$ cat src/hw/rtl/sorted_deadline_timer_queue_core_macros.svh
// Assertion macros for the sorted deadline timer queue.
// The enclosing module must provide clk and the synchronous active-low rst_n.
`ifndef SORTED_DEADLINE_TIMER_QUEUE_CORE_MACROS_SVH
`define SORTED_DEADLINE_TIMER_QUEUE_CORE_MACROS_SVH

// Condition that holds at every clock edge outside reset.
`define SDTQ_ASSERT_NOW(label, cond, msg) \
  label: assert property (@(posedge clk) disable iff (!rst_n) (cond)) else $error(msg);

// Consequent holds in the same cycle as the antecedent.
`define SDTQ_ASSERT_IMP(label, ante, cons, msg) \
  label: assert property (@(posedge clk) disable iff (!rst_n) (ante) |-> (cons)) else $error(msg);

// Consequent holds in the cycle after the antecedent.
`define SDTQ_ASSERT_NXT(label, ante, cons, msg) \
  label: assert property (@(posedge clk) disable iff (!rst_n) (ante) |=> (cons)) else $error(msg);

`endif

$ cat src/hw/rtl/sdtq_pkg.sv
// Package for the sorted deadline timer queue: sizes, codes and word types.
// Used by sorted_deadline_timer_queue_core; depends on nothing.
`default_nettype none

package sdtq_pkg;

  localparam int QUEUE_DEPTH = 16;
  localparam int IDX_W       = $clog2(QUEUE_DEPTH);
  localparam int CNT_W       = $clog2(QUEUE_DEPTH + 1);
  localparam int OCC_W       = 5;

  localparam int CFG_IDX_W   = 1;
  localparam int CFG_DATA_W  = 8;

  localparam logic [CFG_IDX_W-1:0] CFG_HINT_EN  = 1'd0;
  localparam logic [CFG_IDX_W-1:0] CFG_MAX_WAIT = 1'd1;

  localparam logic       HINT_EN_RST  = 1'b1;
  localparam logic [7:0] MAX_WAIT_RST = 8'd20;

  localparam logic [1:0] OP_REGISTER = 2'd0;
  localparam logic [1:0] OP_REMOVE   = 2'd1;
  localparam logic [1:0] OP_POLL     = 2'd2;
  localparam logic [1:0] OP_QUERY    = 2'd3;

  localparam logic [1:0] ST_DONE     = 2'd0;
  localparam logic [1:0] ST_NONE     = 2'd1;
  localparam logic [1:0] ST_FULL     = 2'd2;
  localparam logic [1:0] ST_ID_ZERO  = 2'd3;

  typedef struct packed {
    logic [1:0]  op;
    logic [31:0] entry_id;
    logic [31:0] deadline;
    logic [31:0] now_ms;
  } in_word_t;

  typedef struct packed {
    logic [1:0]       status;
    logic [31:0]      out_id;
    logic [31:0]      out_deadline;
    logic [7:0]       wait_hint;
    logic [OCC_W-1:0] occupancy;
  } out_word_t;

endpackage

`default_nettype wire

$ cat src/hw/rtl/sorted_deadline_timer_queue_core.sv
// One shared compare/subtract unit walks the slots, reading a slot and then comparing or
// writing it; an id of zero is answered without a walk, and a stalled output word holds
// the reply in S_OUT until the stall lifts.
// One word is in work at a time; the next is accepted in the cycle after the reply loads.
// Reset (rst_n low, synchronous) empties the queue, drops any output word, enables wait
// hints and sets max_wait to 20; slot contents are not cleared.
`default_nettype none
`include "sorted_deadline_timer_queue_core_macros.svh"

module sorted_deadline_timer_queue_core (
  input  wire                                    clk,
  input  wire                                    rst_n,
  input  wire                                    in_valid,
  output logic                                   in_stall,
  input  sdtq_pkg::in_word_t                     in_data,
  output logic                                   out_valid,
  input  wire                                    out_stall,
  output sdtq_pkg::out_word_t                    out_data,
  input  wire                                    cfg_we,
  input  wire  [sdtq_pkg::CFG_IDX_W-1:0]         cfg_index,
  input  wire  [sdtq_pkg::CFG_DATA_W-1:0]        cfg_wdata
);
  import sdtq_pkg::*;

  typedef enum logic [6:0] {
    S_IDLE  = 7'b0000001,
    S_FIND  = 7'b0000010,
    S_DEL   = 7'b0000100,
    S_PLACE = 7'b0001000,
    S_SHR   = 7'b0010000,
    S_HEAD  = 7'b0100000,
    S_OUT   = 7'b1000000
  } state_t;

  // Slot memory: one write and one registered read per cycle.
  logic [31:0] mem_id [QUEUE_DEPTH];
  logic [31:0] mem_dl [QUEUE_DEPTH];
  logic [31:0] rd_id_r, rd_dl_r;

  state_t           state_r, state_nxt;
  logic             ph_r, ph_nxt;
  logic [CNT_W-1:0] idx_r, idx_nxt;
  logic [CNT_W-1:0] pos_r, pos_nxt;
  logic [CNT_W-1:0] cnt_r, cnt_nxt;
  in_word_t         item_r, item_nxt;
  logic [1:0]       status_r, status_nxt;
  logic [31:0]      oid_r, oid_nxt;
  logic [31:0]      odl_r, odl_nxt;
  logic [7:0]       hint_r, hint_nxt;
  logic             out_valid_r, out_valid_nxt;
  out_word_t        out_data_r, out_data_nxt;
  logic             eco_r;
  logic [7:0]       maxw_r;

  logic             wr_en;
  logic [IDX_W-1:0] wr_addr;
  logic [31:0]      wr_id, wr_dl;
  logic [IDX_W-1:0] rd_addr;

  logic [31:0]      sub_a, sub_b, diff, wait_ms;
  logic [CNT_W-1:0] idx_inc, idx_dec;
  logic [7:0]       capped;
  logic             in_take;

  // Shared wrap-aware comparator: a is before b when (a - b) is negative.
  always_comb begin
    if (state_r == S_PLACE && idx_r != '0) begin
      sub_a = rd_dl_r;
      sub_b = item_r.deadline;
    end else if (state_r == S_PLACE) begin
      sub_a = item_r.deadline;
      sub_b = rd_dl_r;
    end else begin
      sub_a = item_r.now_ms;
      sub_b = rd_dl_r;
    end
  end
  assign diff    = sub_a - sub_b;
  // deadline - now - 1 equals the complement of now - deadline.
  assign wait_ms = ~diff;
  assign capped  = ((|wait_ms[31:8]) || (wait_ms[7:0] > maxw_r)) ? maxw_r : wait_ms[7:0];

  assign idx_inc = idx_r + CNT_W'(1);
  assign idx_dec = idx_r - CNT_W'(1);
  assign in_take = in_valid && (state_r == S_IDLE);

  always_comb begin
    state_nxt     = state_r;
    ph_nxt        = ph_r;
    idx_nxt       = idx_r;
    pos_nxt       = pos_r;
    cnt_nxt       = cnt_r;
    item_nxt      = item_r;
    status_nxt    = status_r;
    oid_nxt       = oid_r;
    odl_nxt       = odl_r;
    hint_nxt      = hint_r;
    out_data_nxt  = out_data_r;
    out_valid_nxt = out_valid_r && out_stall;
    wr_en         = 1'b0;
    wr_addr       = idx_r[IDX_W-1:0];
    wr_id         = rd_id_r;
    wr_dl         = rd_dl_r;
    rd_addr       = idx_r[IDX_W-1:0];

    case (state_r)
      S_IDLE: begin
        if (in_take) begin
          item_nxt   = in_data;
          status_nxt = ST_DONE;
          oid_nxt    = '0;
          odl_nxt    = '0;
          hint_nxt   = '0;
          idx_nxt    = '0;
          ph_nxt     = 1'b0;
          if (in_data.op == OP_POLL) begin
            if (cnt_r == '0) begin
              status_nxt = ST_NONE;
              hint_nxt   = eco_r ? maxw_r : 8'd0;
              state_nxt  = S_OUT;
            end else begin
              state_nxt = S_HEAD;
            end
          end else if (in_data.entry_id == '0) begin
            status_nxt = ST_ID_ZERO;
            state_nxt  = S_OUT;
          end else begin
            state_nxt = S_FIND;
          end
        end
      end

      S_FIND: begin
        if (!ph_r) begin
          if (idx_r == cnt_r) begin
            // The id is not held.
            if (item_r.op == OP_REGISTER) begin
              if (cnt_r >= CNT_W'(QUEUE_DEPTH)) begin
                status_nxt = ST_FULL;
                state_nxt  = S_OUT;
              end else begin
                idx_nxt   = '0;
                state_nxt = S_PLACE;
              end
            end else begin
              status_nxt = ST_NONE;
              state_nxt  = S_OUT;
            end
          end else begin
            ph_nxt = 1'b1;
          end
        end else begin
          ph_nxt = 1'b0;
          if (rd_id_r == item_r.entry_id) begin
            if (item_r.op == OP_QUERY) begin
              odl_nxt   = rd_dl_r;
              state_nxt = S_OUT;
            end else begin
              state_nxt = S_DEL;
            end
          end else begin
            idx_nxt = idx_inc;
          end
        end
      end

      S_DEL: begin
        // Close the gap at idx by moving later slots down one place.
        if (!ph_r) begin
          if (idx_inc >= cnt_r) begin
            cnt_nxt = cnt_r - CNT_W'(1);
            if (item_r.op == OP_REGISTER) begin
              idx_nxt   = '0;
              state_nxt = S_PLACE;
            end else begin
              state_nxt = S_OUT;
            end
          end else begin
            rd_addr = idx_inc[IDX_W-1:0];
            ph_nxt  = 1'b1;
          end
        end else begin
          wr_en   = 1'b1;
          idx_nxt = idx_inc;
          ph_nxt  = 1'b0;
        end
      end

      S_PLACE: begin
        // The new word goes ahead of equal deadlines, except an equal head.
        if (!ph_r) begin
          if (idx_r == cnt_r) begin
            pos_nxt   = cnt_r;
            idx_nxt   = cnt_r;
            state_nxt = S_SHR;
          end else begin
            ph_nxt = 1'b1;
          end
        end else begin
          ph_nxt = 1'b0;
          if ((idx_r == '0) ? diff[31] : !diff[31]) begin
            pos_nxt   = idx_r;
            idx_nxt   = cnt_r;
            state_nxt = S_SHR;
          end else begin
            idx_nxt = idx_inc;
          end
        end
      end

      S_SHR: begin
        // Open a gap at pos by moving slots up one place, top first.
        if (!ph_r) begin
          if (idx_r == pos_r) begin
            wr_en     = 1'b1;
            wr_addr   = pos_r[IDX_W-1:0];
            wr_id     = item_r.entry_id;
            wr_dl     = item_r.deadline;
            cnt_nxt   = cnt_r + CNT_W'(1);
            state_nxt = S_OUT;
          end else begin
            rd_addr = idx_dec[IDX_W-1:0];
            ph_nxt  = 1'b1;
          end
        end else begin
          wr_en   = 1'b1;
          idx_nxt = idx_dec;
          ph_nxt  = 1'b0;
        end
      end

      S_HEAD: begin
        if (!ph_r) begin
          rd_addr = '0;
          ph_nxt  = 1'b1;
        end else begin
          ph_nxt = 1'b0;
          if (diff[31]) begin
            status_nxt = ST_NONE;
            hint_nxt   = eco_r ? capped : 8'd0;
            state_nxt  = S_OUT;
          end else begin
            oid_nxt   = rd_id_r;
            odl_nxt   = rd_dl_r;
            idx_nxt   = '0;
            state_nxt = S_DEL;
          end
        end
      end

      S_OUT: begin
        if (!out_valid_r || !out_stall) begin
          out_data_nxt.status       = status_r;
          out_data_nxt.out_id       = oid_r;
          out_data_nxt.out_deadline = odl_r;
          out_data_nxt.wait_hint    = hint_r;
          out_data_nxt.occupancy    = OCC_W'(cnt_r);
          out_valid_nxt             = 1'b1;
          state_nxt                 = S_IDLE;
        end
      end

      default: begin
        state_nxt = S_IDLE;
      end
    endcase
  end

  always_ff @(posedge clk) begin
    if (wr_en) begin
      mem_id[wr_addr] <= wr_id;
      mem_dl[wr_addr] <= wr_dl;
    end
    rd_id_r <= mem_id[rd_addr];
    rd_dl_r <= mem_dl[rd_addr];
  end

  always_ff @(posedge clk) begin
    if (!rst_n) begin
      state_r     <= S_IDLE;
      ph_r        <= 1'b0;
      cnt_r       <= '0;
      out_valid_r <= 1'b0;
      eco_r       <= HINT_EN_RST;
      maxw_r      <= MAX_WAIT_RST;
    end else begin
      state_r     <= state_nxt;
      ph_r        <= ph_nxt;
      cnt_r       <= cnt_nxt;
      out_valid_r <= out_valid_nxt;
      if (cfg_we) begin
        case (cfg_index)
          CFG_HINT_EN:  eco_r  <= cfg_wdata[0];
          CFG_MAX_WAIT: maxw_r <= cfg_wdata[7:0];
          default: begin
          end
        endcase
      end
    end
  end

  always_ff @(posedge clk) begin
    idx_r      <= idx_nxt;
    pos_r      <= pos_nxt;
    item_r     <= item_nxt;
    status_r   <= status_nxt;
    oid_r      <= oid_nxt;
    odl_r      <= odl_nxt;
    hint_r     <= hint_nxt;
    out_data_r <= out_data_nxt;
  end

  assign in_stall  = (state_r != S_IDLE);
  assign out_valid = out_valid_r;
  assign out_data  = out_data_r;

  `SDTQ_ASSERT_NOW(a_cnt_bound, cnt_r <= CNT_W'(QUEUE_DEPTH), "entry count above depth")
  `SDTQ_ASSERT_IMP(a_del_nonempty, state_r == S_DEL, cnt_r != '0, "delete on empty queue")
  `SDTQ_ASSERT_NXT(a_take_busy, in_take, state_r != S_IDLE, "accepted word left no work")
  `SDTQ_ASSERT_IMP(a_out_src, $rose(out_valid_r), $past(state_r == S_OUT),
                   "output word loaded outside the output state")

endmodule

`default_nettype wire

$ cat config.mk
export PLATFORM = sky130hd
export DESIGN_NAME = sorted_deadline_timer_queue_core
export DESIGN_NICKNAME = d
export VERILOG_FILES = /design/src/hw/rtl/sdtq_pkg.sv /design/src/hw/rtl/sorted_deadline_timer_queue_core.sv
export VERILOG_INCLUDE_DIRS = /design/src /design/src/hw/rtl
export SDC_FILE = /design/constraint.sdc
export NUM_CORES = 2
export LEC_CHECK = 0
export BUFFER_PORTS_ARGS = -buffer_cell sky130_fd_sc_hd__buf_2
export CAP_MARGIN = 20
export CORE_MARGIN = 4
export CORE_UTILIZATION = 40
export DETAILED_ROUTE_END_ITERATION = 10
export PLACE_DENSITY = 0.59
export SYNTH_ARGS = -nofsm -noshare
export SYNTH_HDL_FRONTEND = slang
export SYNTH_SLANG_ARGS = --single-unit
$ cat constraint.sdc
create_clock -name clk -period 13.2 [get_ports clk]
set_input_delay 2.64 -clock clk [delete_from_list [all_inputs] [get_ports clk]]
set_output_delay 2.64 -clock clk [all_outputs]
set_load 0.02 [all_outputs]
==> After elaboration in Yosys (flattened, before gate mapping) <==
Memories as Yosys holds them, arrays and structs flattened. A register that Yosys moved wholly into a read port is not among the register bits.
Index checks and enable logic that the tools add are counted.
{ "totals": {"mem_bits_rw": 1024, "latch_bits": 0, "regBits": 284, "rom_bits": 0, "n_memories": 2, "output_inout_bits": 81, "input_bits": 112} }
{ "memory_table": {"columns": ["memory", "words", "width", "read_ports", "rd_ports_with_merged_regs", "wr", "line", "rtl"], "rows": [
  ["mem_dl", 16, 32, 1, 1, 1, "sorted_deadline_timer_queue_core.sv:37", "logic [31:0] mem_dl [QUEUE_DEPTH];"],
  ["mem_id", 16, 32, 1, 1, 1, "sorted_deadline_timer_queue_core.sv:36", "logic [31:0] mem_id [QUEUE_DEPTH];"]
]} }
{ "op_classes": {"div_mod_pow": 0, "order_cmp": 3, "multipliers": 0, "reduce_logical": 34, "bitwise": 2, "mux": 111, "n_shift": 0, "eq_ne": 39, "add_sub_neg": 5} }
{ "ops": {"columns": ["cell", "count"], "rows": [
  ["32-bit 2-to-1 mux", 17],
  ["7-bit 2-to-1 mux", 21],
  ["5-bit 2-to-1 mux", 21],
  ["32-bit case mux with 3 select lines", 1],
  ["8-bit 2-to-1 mux", 8],
  ["32-bit case mux with 2 select lines", 1],
  ["7-bit case mux with 7 select lines", 1],
  ["32-bit equality test", 1],
  ["32-bit zero test", 1],
  ["4-bit 2-to-1 mux", 8],
  ["32-bit inverter", 1],
  ["32-bit subtractor", 1],
  ["2-bit inequality test (second input constant)", 15],
  ["5-bit case mux with 6 select lines", 1],
  ["3-bit inequality test (second input constant)", 8],
  ["24-bit OR reduction", 1],
  ["2-bit 2-to-1 mux", 9],
  ["1-bit 2-to-1 mux", 17],
  ["8-bit case mux with 2 select lines", 1],
  ["7-bit AND reduction", 2],
  ["4-bit case mux with 3 select lines", 1],
  ["12-bit AND reduction", 1],
  ["11-bit AND reduction", 1],
  ["5-bit by 1-bit adder with 5-bit output (second input constant)", 2],
  ["35 further kinds", 53]
]} }

==> Logic depth before layout (Yosys ltp) <==
{ "logic_depth": {"word_depth": 12, "ltp_mapped": 26, "mapped_depth_nobuf": 24} }

==> Least setup slack after synthesis <==
No wires, ideal clock.
{ "synth_timing": {"path_type": "register -> register", "from": "register state_r[1]", "to": "register oid_r[0] (enable)", "synth_period_minus_slack_ns": 6.941, "slack_ns": 6.259, "required_time_ns": 12.734, "setup_time_ns": 0.466, "stages_incl_launch_ff": 18, "t_arrival_ns": 6.475, "cell_sequence": "dfxtp_1 buf_2 or4_4 nor4b_4 nor2b_1 clkbuf_1 clkbuf_1 mux2i_1 ha_1 clkbuf_1 a21oi_1 o21ai_0 a211o_1 a31o_2 a41o_1 xor2_1 nand2_1 o21ai_0"} }
{ "synth_via": {"elab_chain_len": 6, "elab_cells_between_ends": 14} }
{ "synth_rtl": {"columns": ["element", "line", "rtl"], "rows": [
  ["start: declaration", "sorted_deadline_timer_queue_core.sv:40", "state_t state_r, state_nxt;"],
  ["start signal: assignment", "sorted_deadline_timer_queue_core.sv:287", "state_r <= state_nxt;"],
  ["7-bit by 4-bit equality test with 1-bit output", "sorted_deadline_timer_queue_core.sv:67, sorted_deadline_timer_queue_core.sv:70", null],
  ["32-bit 2-to-1 mux or 1-bit logical AND (tied branches)", "sorted_deadline_timer_queue_core.sv:70, sorted_deadline_timer_queue_core.sv:67", null],
  ["32-bit 2-to-1 mux", "sorted_deadline_timer_queue_core.sv:67", "if (state_r == S_PLACE && idx_r != '0) begin"],
  ["32-bit subtractor", "sorted_deadline_timer_queue_core.sv:78", "assign diff = sub_a - sub_b;"],
  ["2-bit inequality test (no source line)", null, null],
  ["4-bit AND reduction (no source line) (*)", null, null],
  ["end signal: assignment", "sorted_deadline_timer_queue_core.sv:307", "oid_r <= oid_nxt;"],
  ["end: declaration", "sorted_deadline_timer_queue_core.sv:47", "logic [31:0] oid_r, oid_nxt;"]
]} }
Mark *: on every way between the ends. The rest lies on a longest branch, timed or not.
A chain may end at the register's enable or synchronous reset.

==> Worst setup path in the final report <==
{ "layout_timing": {"from": "register state_r[1]", "to": "register hint_r[0], data pin"} }
{ "layout_via": {"elab_chain_len": 12, "elab_cells_between_ends": 17} }
{ "layout_rtl": {"columns": ["element", "line", "rtl"], "rows": [
  ["7-bit by 4-bit equality test with 1-bit output", "sorted_deadline_timer_queue_core.sv:67, sorted_deadline_timer_queue_core.sv:70", null],
  ["32-bit 2-to-1 mux or 1-bit logical AND (tied branches)", "sorted_deadline_timer_queue_core.sv:70, sorted_deadline_timer_queue_core.sv:67", null],
  ["32-bit 2-to-1 mux", "sorted_deadline_timer_queue_core.sv:67", null],
  ["32-bit subtractor", "sorted_deadline_timer_queue_core.sv:78", null],
  ["32-bit inverter", "sorted_deadline_timer_queue_core.sv:80", "assign wait_ms = ~diff;"],
  ["8-bit greater-than comparator or 24-bit OR reduction (tied branches)", "sorted_deadline_timer_queue_core.sv:81", "assign capped = ((|wait_ms[31:8]) || (wait_ms[7:0] > maxw_r)) ? maxw_r : wait_ms[7:0];"],
  ["1-bit logical OR", "sorted_deadline_timer_queue_core.sv:81", null],
  ["8-bit 2-to-1 mux", "sorted_deadline_timer_queue_core.sv:81", null],
  ["8-bit 2-to-1 mux", "sorted_deadline_timer_queue_core.sv:240", "hint_nxt = eco_r ? capped : 8'd0;"],
  ["8-bit 2-to-1 mux", "sorted_deadline_timer_queue_core.sv:238", "if (diff[31]) begin"],
  ["8-bit 2-to-1 mux", "sorted_deadline_timer_queue_core.sv:233", "if (!ph_r) begin"],
  ["8-bit case mux with 2 select lines (*)", "sorted_deadline_timer_queue_core.sv:106", "case (state_r)"],
  ["net hint_nxt[0]", "sorted_deadline_timer_queue_core.sv:49", "logic [7:0] hint_r, hint_nxt;"],
  ["end signal: assignment", "sorted_deadline_timer_queue_core.sv:309", "hint_r <= hint_nxt;"],
  ["end: declaration", "sorted_deadline_timer_queue_core.sv:49", null]
]} }
The timed path passes the listed nets; every way through them passes the cells marked *. The select of a mux whose other input is x is not followed.

==> results.txt <==
Max stage delay on crit path - 600 ps
Hold Vio Cnt, Final - 0
CTS tree - built
status - finished, final reports clean
Place WS - 6190 ps
Netlist cell types - 82
Cells after Synth - 3831
first-pass GRT wire length - 220000 um
Detailed Route WL - 150000 um
Reg2Reg Setup Slack - 6200 ps
R2R cell count - 24
Slew headroom - 23.8%
Max IR drop VDD - 0.000233 V
Avg Cell Area, Syn - 14.5 um2
final worst slack - 6200 ps
total CTS buffers - 147
Worst-Skew Late Latency - 810 ps
drt pass-1 iters - 5
Design Area, Final - 0.0634 mm2
setup TNS - 0 ps
fill cell count - 12000
Avg WL per Cell - 25.4 um
vias in the first global route - 32400
worst-margin pin slew - 1140 ps
RSZ-0062 raised after global routing - false
IO Pins - 193
# H-tree levels - 4
critical path buffer and inverter count - 3
Required @ worst endpoint - 13720 ps
nets@finish - 4155
CP arrival - 7520 ps
drt drc - 0
pin count of the biggest net entering global routing - 186
via count - 33700
register area - 0.0403 mm2
Worst path top cell family by delay - simple AND/OR/NAND/NOR gates
total clock sinks - 1372
EDFF count, synth - 1285
Mapped Nets - 3995
final hold slack - 409 ps
number of gates resized after cts - 0
proportion of layout cells with a drive suffix above 1 - 14.3%
Antenna Nets Post-Route - 0
post-synth design cell area - 0.0555 mm2
Final period util - 53.0%
Max Cap Viol - 0
Compound-Gate Fraction of Synth Area - 10.3%
Tot Pwr - 14.6 mW
crit path capture type - register
leakage - 21.8 nW
Post-CTS Hold Buffers - 0
starting density of the core - 40.3%
simple-gate share of the synthesized area - 7.81%
pwr dens - 230 mW/mm2
DP Area - 0.0585 mm2
area occupied by multi-input gates - 0.0144 mm2
Yosys reg bits - 1372
Max FO, Critical Path - 70
Slew Limit Fails - 0
synthesis-to-layout area growth - 14.3%
Final Setup Violations - 0
Top FF cell, synth - edfxtp_1
clock buffer depth - 3
Die Area - 0.145 mm2
Clock Skew - 60.8 ps
Ys Warns - 0
Critical Path Start - state_r[1]
critical path type - register to register
row count - 136
post-CTS setup buffers - 0
CTS clk-pin slew, worst paths - 60 ps
largest family of logic cells by synthesized area - compound AO/OA/AOI/OAI gates
xor/xnor cell area share of the yosys netlist - 0.992%
worst hold path type - register to register
Die Wd - 381 um
CP most frequent cell - a21oi_1
Crit Reg-Reg Startpoint - state_r[1]
Clock Tree Root - clkbuf_16
CORE AREA - 0.138 mm2
Die Span Y - 381 um
post-synthesis mux area share - 5.19%
initial drt markers - 3423
Seq/Total Area, Yosys - 72.6%
Fmax achieved - 0.143 GHz
async set-reset flop share out of synthesis - 0%
CP Depth - 24
vias per std cell - 5.71
adder-cell share of the synthesized area - 1.20%
Overflow after GRT - 0
critical path's slowest cell - buf_4
crit path cell chain - or4_4 -> nor4b_4 -> buf_4 -> nor2b_4 -> buf_4 -> mux2_2 -> inv_1 -> ha_1 -> nor2b_1 -> o2111a_1 -> o21ai_0 -> nand2b_1 -> a21oi_1 -> xor2_1 -> ha_1 -> a21oi_1 -> o21ai_0 -> mux2i_1 -> a21oi_1 -> nor3_1 -> o311ai_0 -> nor4b_1 -> nand4_1 -> mux2i_1
Placer Congestion - 0.900
crit start category - register
Period minus WS final - 7000 ps
Crit Reg-Reg Endpoint - hint_r[0]
Critical Path Sink - hint_r[0]
antenna violations before repair - 8
All-Layer GR Usage - 20.2%
hpwl dp - 83200 um
IO Port Bufs - 192
logic make-up after synthesis:
| family | after synthesis |
|---|---|
| xor+xnor | 62 |
| buf+inv | 273 |
| fa+ha+maj | 52 |
| mux | 279 |
| simple gates | 981 |
| compound gates | 812 |
| flops | 1372 |
per-stage QoR:
stage	cells	util (%)
after detailed placement	5636	42.5
after global placement	5633	42.5
after floorplan	3831	-
final	5909	46.1
after CTS	5908	46.1
after global routing	5908	46.1
cell usage after synthesis (24+ instances only):
library cell | count | area (um2)
a32oi_1 | 130 | 1140
nor2_1 | 100 | 375
nand2_1 | 603 | 2260
mux2i_1 | 208 | 2080
xor2_1 | 43 | 377
buf_1 | 24 | 90.1
buf_2 | 32 | 160
inv_1 | 28 | 105
ha_1 | 50 | 626
dfxtp_1 | 87 | 1740
a221o_1 | 130 | 1300
and2_1 | 42 | 263
edfxtp_1 | 1285 | 38600
a21oi_1 | 338 | 1690
nor2b_1 | 47 | 294
mux2_2 | 70 | 788
o21ai_0 | 48 | 240
clkbuf_1 | 187 | 702
a22oi_1 | 69 | 518
nand3_1 | 89 | 445
final cells by class:
type,count,area share [%]
Timing Repair Buffer,255,2.37
Multi-Input combinational cell,2186,22.6
Clock buffer,199,6.30
Sequential cell,1372,63.6
Clock inverter,73,1.43
Antenna cell,1,0.00394
Tap cell,1794,3.54
Inverter,29,0.176
registers in the layout, summed over array words and instances (netlist names), 7 cells and up:
register	cells
odl_r	32
maxw_r	8
item_r	98
state_r	7
hint_r	8
mem_dl	512
out_data	79
oid_r	32
rd_id_r	32
rd_dl_r	32
mem_id	512
power by group:
| part | switching, mW | internal, mW | leakage, nW |
|---|---|---|---|
| registers | 0.321 | 5.65 | 12.4 |
| clock network | 1.76 | 2.34 | 2.35 |
| logic | 3.09 | 1.45 | 6.99 |
placed cells by master, fill, tap and decap left out, types with 70 or more instances in the layout:
master / Yosys / final
clkbuf_16: 0 / 147
nand2_1: 603 / 602
a21oi_1: 338 / 337
a221o_1: 130 / 130
nand3_1: 89 / 89
buf_2: 32 / 192
dfxtp_1: 87 / 87
nor2_1: 100 / 81
edfxtp_1: 1285 / 1285
a32oi_1: 130 / 130
mux2_2: 70 / 70
mux2i_1: 208 / 208
worst min path at each step:
stage	startpoint	end	slack (ps)	depth (start not counted)
global placement	odl_r[12]	out_data[25]	400	0
detailed placement	hint_r[7]	out_data[12]	400	0
floorplan	hint_r[5]	out_data[10]	400	0
CTS	odl_r[21]	out_data[34]	410	0
global route	oid_r[13]	out_data[58]	420	0
finish	odl_r[21]	out_data[34]	410	0
metal layers:
metal  track usage, %  share of wire, %  vias to the layer above  wire, um
met5                0                 0                        -         0
met1             28.3                43                    17200     65200
li1                 -                 -                    15100         -
met2             33.1                48                     1214     72700
met3             3.41               6.2                      231      9390
met4             5.06               2.0                        0      3040
Power figures use the tool's default switching activity.
